<file path="config.mk">
export PLATFORM = sky130hd
export DESIGN_NAME = child_supervision_timer_bank
export DESIGN_NICKNAME = d
export VERILOG_FILES = /design/src/hw/rtl/cstb_pkg.sv /design/src/hw/rtl/child_supervision_timer_bank.sv /design/src/hw/rtl/cstb_ctrl.sv /design/src/hw/rtl/cstb_dp.sv
export SDC_FILE = /design/constraint.sdc
export NUM_CORES = 1
export LEC_CHECK = 0
export BUFFER_PORTS_ARGS = -buffer_cell sky130_fd_sc_hd__buf_2
export CORE_MARGIN = 2
export CORE_UTILIZATION = 55
export CTS_CLUSTER_DIAMETER = 150
export CTS_CLUSTER_SIZE = 40
export DETAILED_ROUTE_END_ITERATION = 7
export PLACE_DENSITY = 0.83
export SLEW_MARGIN = 5
export SYNTH_ARGS = -nofsm -noshare
export SYNTH_HDL_FRONTEND = slang
export SYNTH_SLANG_ARGS = --single-unit
</file>
<file path="constraint.sdc">
create_clock -name clk_i -period 5.36 [get_ports clk_i]
set_input_delay 0.268 -clock clk_i [delete_from_list [all_inputs] [get_ports clk_i]]
set_output_delay 0.268 -clock clk_i [all_outputs]
set_load 0.05 [all_outputs]
</file>
<file path="src/hw/rtl/cstb_pkg.sv">
// Shared types and constants for the child supervision timer bank.
// Holds request codes, the controller state encoding and the command/status
// structs that join the controller to the datapath. No dependencies.
`timescale 1ns / 1ps
`default_nettype none

package cstb_pkg;

  localparam int unsigned IntervalW = 16;
  localparam int unsigned ChildW    = 4;

  typedef enum logic [1:0] {
    REQ_TICK  = 2'd0,
    REQ_WRITE = 2'd1,
    REQ_SENT  = 2'd2,
    REQ_NONE  = 2'd3
  } req_type_e;

  typedef enum logic [2:0] {
    ST_IDLE = 3'b001,
    ST_WALK = 3'b010,
    ST_EMIT = 3'b100
  } ctrl_state_e;

  // Commands from the controller to the datapath.
  typedef struct packed {
    logic tick_start;
    logic step;
    logic wr_entry;
    logic clr_cnt;
    logic emit_load;
  } cstb_cmd_t;

  // Status from the datapath back to the controller.
  typedef struct packed {
    logic walk_done;
    logic emit_last;
    logic slot_free;
  } cstb_status_t;

endpackage

`default_nettype wire

</file>
<file path="src/hw/rtl/child_supervision_timer_bank.sv">
// Top level of the child supervision timer bank.
// Unpacks the stream fields and joins cstb_ctrl to cstb_dp.
// Depends on cstb_pkg, cstb_ctrl and cstb_dp.
//
//  Channel   Direction  Handshake              Payload
//  s_axis    in         tvalid / tready        tuser: req_type; tdata: request fields
//  m_axis    out        tvalid / tready        tuser: send_supervision; tdata: child; tlast
//  cfg       in         cfg_valid / cfg_ready  cfg_data: supervisor_enable
//
// A write, sent, unknown or disabled-tick request is accepted, then loads its single
// result. An enabled tick is accepted, walks min(MAX_CHILDREN, 16) entries through
// one shared increment and compare, then loads each result once the output is free.
// Reset is immediate: the entry valid bits clear, no memory pass.
// The output register holds the last result while the next request is accepted;
// a stalled output holds up the next result load, and the input waits until it is done.
`timescale 1ns / 1ps
`default_nettype none

module child_supervision_timer_bank
  import cstb_pkg::*;
#(
  parameter int unsigned MAX_CHILDREN = 16
) (
  input  wire logic        clk_i,
  input  wire logic        rst_ni,
  input  wire logic        s_axis_tvalid_i,
  output logic             s_axis_tready_o,
  // [3:0] child_index, [4] entry_valid, [5] entry_rx_on_idle,
  // [21:6] entry_interval, [37:22] pending_mask, [39:38] zero
  input  wire logic [39:0] s_axis_tdata_i,
  // [1:0] req_type
  input  wire logic [1:0]  s_axis_tuser_i,
  output logic             m_axis_tvalid_o,
  input  wire logic        m_axis_tready_i,
  // [3:0] child_index_res, [7:4] zero
  output logic [7:0]       m_axis_tdata_o,
  // [0] send_supervision
  output logic [0:0]       m_axis_tuser_o,
  output logic             m_axis_tlast_o,
  input  wire logic        cfg_valid_i,
  output logic             cfg_ready_o,
  input  wire logic [0:0]  cfg_data_i
);

  cstb_cmd_t         cmd;
  cstb_status_t      st;
  logic [ChildW-1:0] child_res;
  logic              send;

  cstb_ctrl u_ctrl (
    .clk_i        (clk_i),
    .rst_ni       (rst_ni),
    .in_valid_i   (s_axis_tvalid_i),
    .in_ready_o   (s_axis_tready_o),
    .req_type_i   (req_type_e'(s_axis_tuser_i)),
    .cfg_valid_i  (cfg_valid_i),
    .cfg_ready_o  (cfg_ready_o),
    .cfg_enable_i (cfg_data_i[0]),
    .st_i         (st),
    .cmd_o        (cmd)
  );

  cstb_dp #(
    .MAX_CHILDREN (MAX_CHILDREN)
  ) u_dp (
    .clk_i              (clk_i),
    .rst_ni             (rst_ni),
    .cmd_i              (cmd),
    .st_o               (st),
    .child_index_i      (s_axis_tdata_i[3:0]),
    .entry_valid_i      (s_axis_tdata_i[4]),
    .entry_rx_on_idle_i (s_axis_tdata_i[5]),
    .entry_interval_i   (s_axis_tdata_i[21:6]),
    .pending_mask_i     (s_axis_tdata_i[37:22]),
    .out_valid_o        (m_axis_tvalid_o),
    .out_ready_i        (m_axis_tready_i),
    .child_index_res_o  (child_res),
    .send_supervision_o (send),
    .last_o             (m_axis_tlast_o)
  );

  assign m_axis_tdata_o = {4'b0000, child_res};
  assign m_axis_tuser_o = send;

endmodule

`default_nettype wire

</file>
<file path="src/hw/rtl/cstb_ctrl.sv">
// Controller state machine of the child supervision timer bank.
// Decodes requests, sequences the entry walk and the result emission.
// Depends on cstb_pkg.
`timescale 1ns / 1ps
`default_nettype none

module cstb_ctrl
  import cstb_pkg::*;
(
  input  wire logic         clk_i,
  input  wire logic         rst_ni,
  input  wire logic         in_valid_i,
  output logic              in_ready_o,
  input  wire req_type_e    req_type_i,
  input  wire logic         cfg_valid_i,
  output logic              cfg_ready_o,
  input  wire logic         cfg_enable_i,
  input  wire cstb_status_t st_i,
  output cstb_cmd_t         cmd_o
);

  ctrl_state_e state_q, state_d;
  logic        en_q;
  logic        accept;

  assign in_ready_o  = (state_q == ST_IDLE);
  assign cfg_ready_o = 1'b1;
  assign accept      = in_valid_i && in_ready_o;

  always_ff @(posedge clk_i or negedge rst_ni) begin
    if (!rst_ni) begin
      state_q <= ST_IDLE;
      en_q    <= 1'b0;
    end else begin
      state_q <= state_d;
      if (cfg_valid_i) begin
        en_q <= cfg_enable_i;
      end
    end
  end

  always_comb begin
    state_d = state_q;
    cmd_o   = '0;
    case (state_q)
      ST_IDLE: begin
        if (accept) begin
          state_d = ST_EMIT;
          case (req_type_i)
            REQ_TICK: begin
              if (en_q) begin
                cmd_o.tick_start = 1'b1;
                state_d          = ST_WALK;
              end
            end
            REQ_WRITE: cmd_o.wr_entry = 1'b1;
            REQ_SENT:  cmd_o.clr_cnt  = 1'b1;
            default:   ;
          endcase
        end
      end
      ST_WALK: begin
        cmd_o.step = 1'b1;
        if (st_i.walk_done) begin
          state_d = ST_EMIT;
        end
      end
      ST_EMIT: begin
        if (st_i.slot_free) begin
          cmd_o.emit_load = 1'b1;
          if (st_i.emit_last) begin
            state_d = ST_IDLE;
          end
        end
      end
      default: state_d = ST_IDLE;
    endcase
  end

`ifndef SYNTH
  a_non_tick_emits: assert property (@(posedge clk_i) disable iff (!rst_ni)
    (accept && req_type_i != REQ_TICK) |=> state_q == ST_EMIT)
    else $error("non-tick request did not go to emission");

  a_walk_continues: assert property (@(posedge clk_i) disable iff (!rst_ni)
    (state_q == ST_WALK && !st_i.walk_done) |=> state_q == ST_WALK)
    else $error("walk left before the last entry");
`endif

endmodule

`default_nettype wire

</file>
<file path="src/hw/rtl/cstb_dp.sv">
// Datapath of the child supervision timer bank: entry table, seconds
// counters, walk index, hit mask and the output result register.
// Depends on cstb_pkg.
`timescale 1ns / 1ps
`default_nettype none

module cstb_dp
  import cstb_pkg::*;
#(
  parameter int unsigned MAX_CHILDREN = 16
) (
  input  wire logic                 clk_i,
  input  wire logic                 rst_ni,
  input  wire cstb_cmd_t            cmd_i,
  output cstb_status_t              st_o,
  input  wire logic [ChildW-1:0]    child_index_i,
  input  wire logic                 entry_valid_i,
  input  wire logic                 entry_rx_on_idle_i,
  input  wire logic [IntervalW-1:0] entry_interval_i,
  input  wire logic [IntervalW-1:0] pending_mask_i,
  output logic                      out_valid_o,
  input  wire logic                 out_ready_i,
  output logic [ChildW-1:0]         child_index_res_o,
  output logic                      send_supervision_o,
  output logic                      last_o
);

  // Only the first sixteen entries can ever be written, so only they exist.
  localparam int unsigned WalkN = (MAX_CHILDREN < 16) ? MAX_CHILDREN : 16;
  localparam int unsigned IdxW  = (WalkN > 1) ? $clog2(WalkN) : 1;

  logic [WalkN-1:0]     valid_q;
  logic [WalkN-1:0]     rx_on_q;
  logic [IntervalW-1:0] intv_q [WalkN];
  logic [IntervalW-1:0] cnt_q  [WalkN];
  logic [WalkN-1:0]     pend_q;
  logic [WalkN-1:0]     hit_q;
  logic [IdxW-1:0]      widx_q;
  logic                 out_valid_q;
  logic [ChildW-1:0]    out_child_q;
  logic                 out_send_q;
  logic                 out_last_q;

  logic                 in_range;
  logic [IdxW-1:0]      wr_idx;
  logic [IntervalW-1:0] cur_cnt;
  logic [IntervalW-1:0] cur_intv;
  logic [IntervalW-1:0] cnt_inc;
  logic                 eligible;
  logic                 hit;
  logic [WalkN-1:0]     hit_rest;
  logic [ChildW-1:0]    first_hit;
  logic                 emit_last;

  assign in_range = (32'(child_index_i) < MAX_CHILDREN);
  assign wr_idx   = IdxW'(child_index_i);

  assign cur_cnt  = cnt_q[widx_q];
  assign cur_intv = intv_q[widx_q];
  assign eligible = valid_q[widx_q] && !rx_on_q[widx_q] && (cur_intv != '0);
  assign cnt_inc  = (cur_cnt == '1) ? cur_cnt : cur_cnt + IntervalW'(1);
  assign hit      = eligible && (cnt_inc >= cur_intv) && !pend_q[widx_q];

  // Lowest pending hit goes out first; the rest decide the last flag.
  assign hit_rest  = hit_q & (hit_q - WalkN'(1));
  assign emit_last = (hit_rest == '0);

  always_comb begin
    first_hit = '0;
    for (int i = WalkN - 1; i >= 0; i--) begin
      if (hit_q[i]) begin
        first_hit = ChildW'(i);
      end
    end
  end

  assign st_o.walk_done = (widx_q == IdxW'(WalkN - 1));
  assign st_o.emit_last = emit_last;
  assign st_o.slot_free = !out_valid_q || out_ready_i;

  always_ff @(posedge clk_i or negedge rst_ni) begin
    if (!rst_ni) begin
      valid_q     <= '0;
      rx_on_q     <= '0;
      hit_q       <= '0;
      widx_q      <= '0;
      out_valid_q <= 1'b0;
    end else begin
      if (cmd_i.wr_entry && in_range) begin
        valid_q[wr_idx] <= entry_valid_i;
        rx_on_q[wr_idx] <= entry_rx_on_idle_i;
      end
      if (cmd_i.tick_start) begin
        hit_q  <= '0;
        widx_q <= '0;
      end else if (cmd_i.step) begin
        if (hit) begin
          hit_q[widx_q] <= 1'b1;
        end
        widx_q <= widx_q + IdxW'(1);
      end else if (cmd_i.emit_load) begin
        hit_q <= hit_rest;
      end
      if (cmd_i.emit_load) begin
        out_valid_q <= 1'b1;
      end else if (out_ready_i) begin
        out_valid_q <= 1'b0;
      end
    end
  end

  always_ff @(posedge clk_i) begin
    if (cmd_i.wr_entry && in_range) begin
      intv_q[wr_idx] <= entry_interval_i;
      cnt_q[wr_idx]  <= '0;
    end else if (cmd_i.clr_cnt && in_range) begin
      cnt_q[wr_idx] <= '0;
    end else if (cmd_i.step && eligible) begin
      cnt_q[widx_q] <= cnt_inc;
    end
    if (cmd_i.tick_start) begin
      pend_q <= pending_mask_i[WalkN-1:0];
    end
    if (cmd_i.emit_load) begin
      out_child_q <= first_hit;
      out_send_q  <= (hit_q != '0);
      out_last_q  <= emit_last;
    end
  end

  assign out_valid_o        = out_valid_q;
  assign child_index_res_o  = out_child_q;
  assign send_supervision_o = out_send_q;
  assign last_o             = out_last_q;

`ifndef SYNTH
  a_mask_drained: assert property (@(posedge clk_i) disable iff (!rst_ni)
    (cmd_i.emit_load && emit_last) |=> hit_q == '0)
    else $error("hit mask not empty after final result");

  a_idle_result_form: assert property (@(posedge clk_i) disable iff (!rst_ni)
    (out_valid_q && !out_send_q) |-> (out_last_q && out_child_q == '0))
    else $error("no-request result is malformed");
`endif

endmodule

`default_nettype wire
</file>
==> flow_summary.yaml <==
outcome:
  status: "completed"
timing:
  finalSetupViolations: 0
  fmax_mhz: 194.9
  grt_setup_unrepaired: "no"
  skew_ps: 47.27
  relSlewSlack_pct: 17.54
  final_hold_viol_count: 0
  tightest_slew_ps: 1236
  post-route-min-period_ps: 5131
  slew_violations: 0
  hold_slack_ps: 26.29
  finalCritPeriodShare_pct: 95.73
setup_path:
  crit_chain: "buf_12 -> mux4_2 -> mux4_2 -> nand4_1 -> or4_1 -> nor2b_1 -> and4bb_2 -> xor2_2 -> ha_4 -> a211o_1 -> a31oi_1 -> o21bai_1 -> a21o_1 -> a221o_1 -> and3_1 -> buf_4 -> o2111ai_1 -> o21ai_0"
  required_ps: 5830
  cp_max_fo: 26
  reg2reg_depth: 18
  arrival_ps: 5600
  cp-end-kind: "flop"
  slowest_delay_ps: 750
  cp-start-kind: "flop"
  path_class: "reg -> reg"
  critPathSlowestCell: "dfrtp_4"
  cp_common_cell: "mux4_2"
grt:
  grt_overflow: 0
  grt_antenna_before_repair: 4
  grt.total_usage_pct: 23.53
  grt_max_degree: 74
  grt_pass1_vias: 12850
  grt_pass1_wl_um: 80880
pwr:
  cellPowerDensity_mw_per_mm2: 405.6
  ir_drop_uv: 284.6
  power_w: 0.01073
  leakage_nw: 8.988
place:
  postPlaceCellArea_mm2: 0.02564
  io_buffers: 53
  dp_hpwl_um: 31830
  dpl.cell_count: 1920
  routabilityCongestion: 0.9079
route:
  wl_um: 54130
  num_vias: 12920
  dr.pass1.iters: 5
  drtIter0Drc: 1838
  wl_per_cell_um: 27.38
  ant_nets: 0
  avgViaCountPerCell: 6.534
  drc: 0
logic_synthesis:
  synth_top_area_cell: "edfxtp_1"
  ys.flop_type: "edfxtp_1"
  yosysWarnings: 0
  yosysSeqAreaShare_pct: 71.90
  yosys.cell_types.count: 68
  synthArstFlopShare_pct: 9.645
  synth_top_area_share_pct: 66.02
  synth-edff-count: 534
  ys_seq_elements: 591
  avgSynthCellArea_um2: 19.01
  yosys-top-cells-area: "edfxtp_1 66%, mux4_2 13%, dfrtp_1 5.8%"
  syn_inst: 1278
  synthesis.area_mm2: 0.02429
cts:
  cts-root-buf: "clkbuf_16"
  clock_sinks: 591
  cts.path.max_buffers: 3
  worst_skew_pair.late_latency_ps: 600
  cts.clk_slew.worst_paths_ps: 150
  cts_buffers: 18
  cts_tree: "done"
  htreeDepth: 1
floorplan:
  rows: 76
  die_area_mm2: 0.04586
  die_w_um: 214.2
  coreArea_mm2: 0.04336
  boundaryPins: 61
  initial_core_util_pct: 56.02
  die_h_um: 214.2
layout:
  fin_cells: 1977
  fin_nets: 1447
  final_area_mm2: 0.02646
  fillers: 2914
  layout_common_cells: "534 x edfxtp_1, 142 x mux4_2, 58 x nand2_1"
  syn2layout_area_growth_pct: 8.927
  drive_gt1_share_pct: 26.40
  postLayoutCoreUtil_pct: 61.02
  layout_commonest_cell: "edfxtp_1"
hold_path:
  hp-class: "in -> reg"
  hold_depth: 1
job:
  drv_cap: 0
## through the flow
step,setup TNS (ps),worst slack [ps]
2_1_floorplan,0,256.5
3_3_place_gp,0,70.99
3_5_place_dp,-9500,-77.35
4_1_cts,0,65.81
5_1_grt,0,24.13
6_report,0,228.9
## state kept, by name, summed over array words and instances, names as in the netlist
signal and count:
u_ctrl.en_q 1, u_dp.widx_q 4, u_dp.out_valid_o 1, u_dp.cnt_q 256, u_ctrl.state_q 3, u_dp.last_o 1
u_dp.rx_on_q 16, u_dp.valid_q 16, u_dp.hit_q 16, u_dp.pend_q 16, u_dp.child_index_res_o 4, u_dp.send_supervision_o 1
u_dp.intv_q 256
## worst paths after layout
check	startpoint	slack, ps	to
setup / recovery	u_dp.widx_q[1]$_DFFE_PN0P_	230	u_dp.hit_q[5]$_DFFE_PN0P_
hold / removal	s_axis_tdata_i[19]	30	u_dp.intv_q[5][13]$_DFFE_PP_
setup reg to reg	u_dp.widx_q[1]$_DFFE_PN0P_	230	u_dp.hit_q[5]$_DFFE_PN0P_
hold reg to reg	u_dp.rx_on_q[10]$_DFFE_PN0P_	510	u_dp.rx_on_q[10]$_DFFE_PN0P_
max in group asynchronous	rst_ni	4440	u_dp.widx_q[1]$_DFFE_PN0P_
min in group asynchronous	rst_ni	340	u_dp.hit_q[8]$_DFFE_PN0P_
## synthesized netlist by cell type (all sizes together) (5+ instances only)
master   count
ha          21
nor4         7
mux4       148
buf         49
dfrtp       56
nor2b       18
nand3       17
mux2i        5
xnor2       10
and2         5
a22o         8
nand2       58
nor3        14
nor2        61
o21ai       22
nor3b        6
o221ai       5
mux2        37
nand2b      10
a21oi       22
clkbuf      17
xor2         5
nand4       13
inv         29
o2111ai      6
o32ai        5
edfxtp     534
a22oi       25
## cells by family (layout without fill, tap and decap cells)
kind of cell,after synthesis,count (layout),synth area share (%)
simple gates,225,225,4.569
buf+inv,95,204,2.050
fa+ha+maj,24,24,1.205
xor+xnor,15,15,0.5408
other cells,2,7,0.03092
flops,591,591,71.90
compound gates,136,136,3.972
mux,190,190,15.74
## metal layers
| layer | vias up | GRT usage [%] | part of all wire (%) |
|---|---|---|---|
| li1 | 5359 | - | - |
| met5 | - | 0 | 0.024 |
| met4 | 2 | 6.620 | 2.8 |
| met1 | 6718 | 33.14 | 38 |
| met2 | 710 | 39.21 | 50 |
| met3 | 128 | 3.177 | 8.9 |
## power by group
part	switching, W	leakage (nW)	internal, W
Combinational	0.00196	2.81	0.00157
Sequential	0.000150	5.93	0.00514
Clock	0.00125	0.249	0.000661
## layout make-up
class / count / area [um2] / share of cell area, %
antenna: 2 / 5.005 / 0.01892
clock buffer: 30 / 495.5 / 1.873
clock inverter: 2 / 27.53 / 0.1040
inverter: 29 / 108.9 / 0.4114
multi-input combinational: 595 / 6462 / 24.43
sequential: 591 / 17470 / 66.03
tap: 585 / 732.0 / 2.766
timing repair buffer: 143 / 1156 / 4.370
## critical path, delay by kind of cell, from the launching register on
family | cells | cell delay [ps]
buf+inv | 2 | 420
fa+ha+maj | 1 | 250
simple gates | 5 | 1320
xor+xnor | 1 | 260
compound gates | 7 | 1400
flops | 1 | 750
mux | 2 | 560
## what timing repair did
| action | in CTS | in global routing |
|---|---|---|
| pin swaps | 0 | 1 |
| hold buffers | 20 | 0 |
| gates resized for setup | 1 | 4 |
| setup buffers | 1 | 2 |
| endpoints found under the setup margin | 261 | 270 |
| endpoints found under the hold margin | 74 | 0 |
Power figures use the tool's default switching activity.
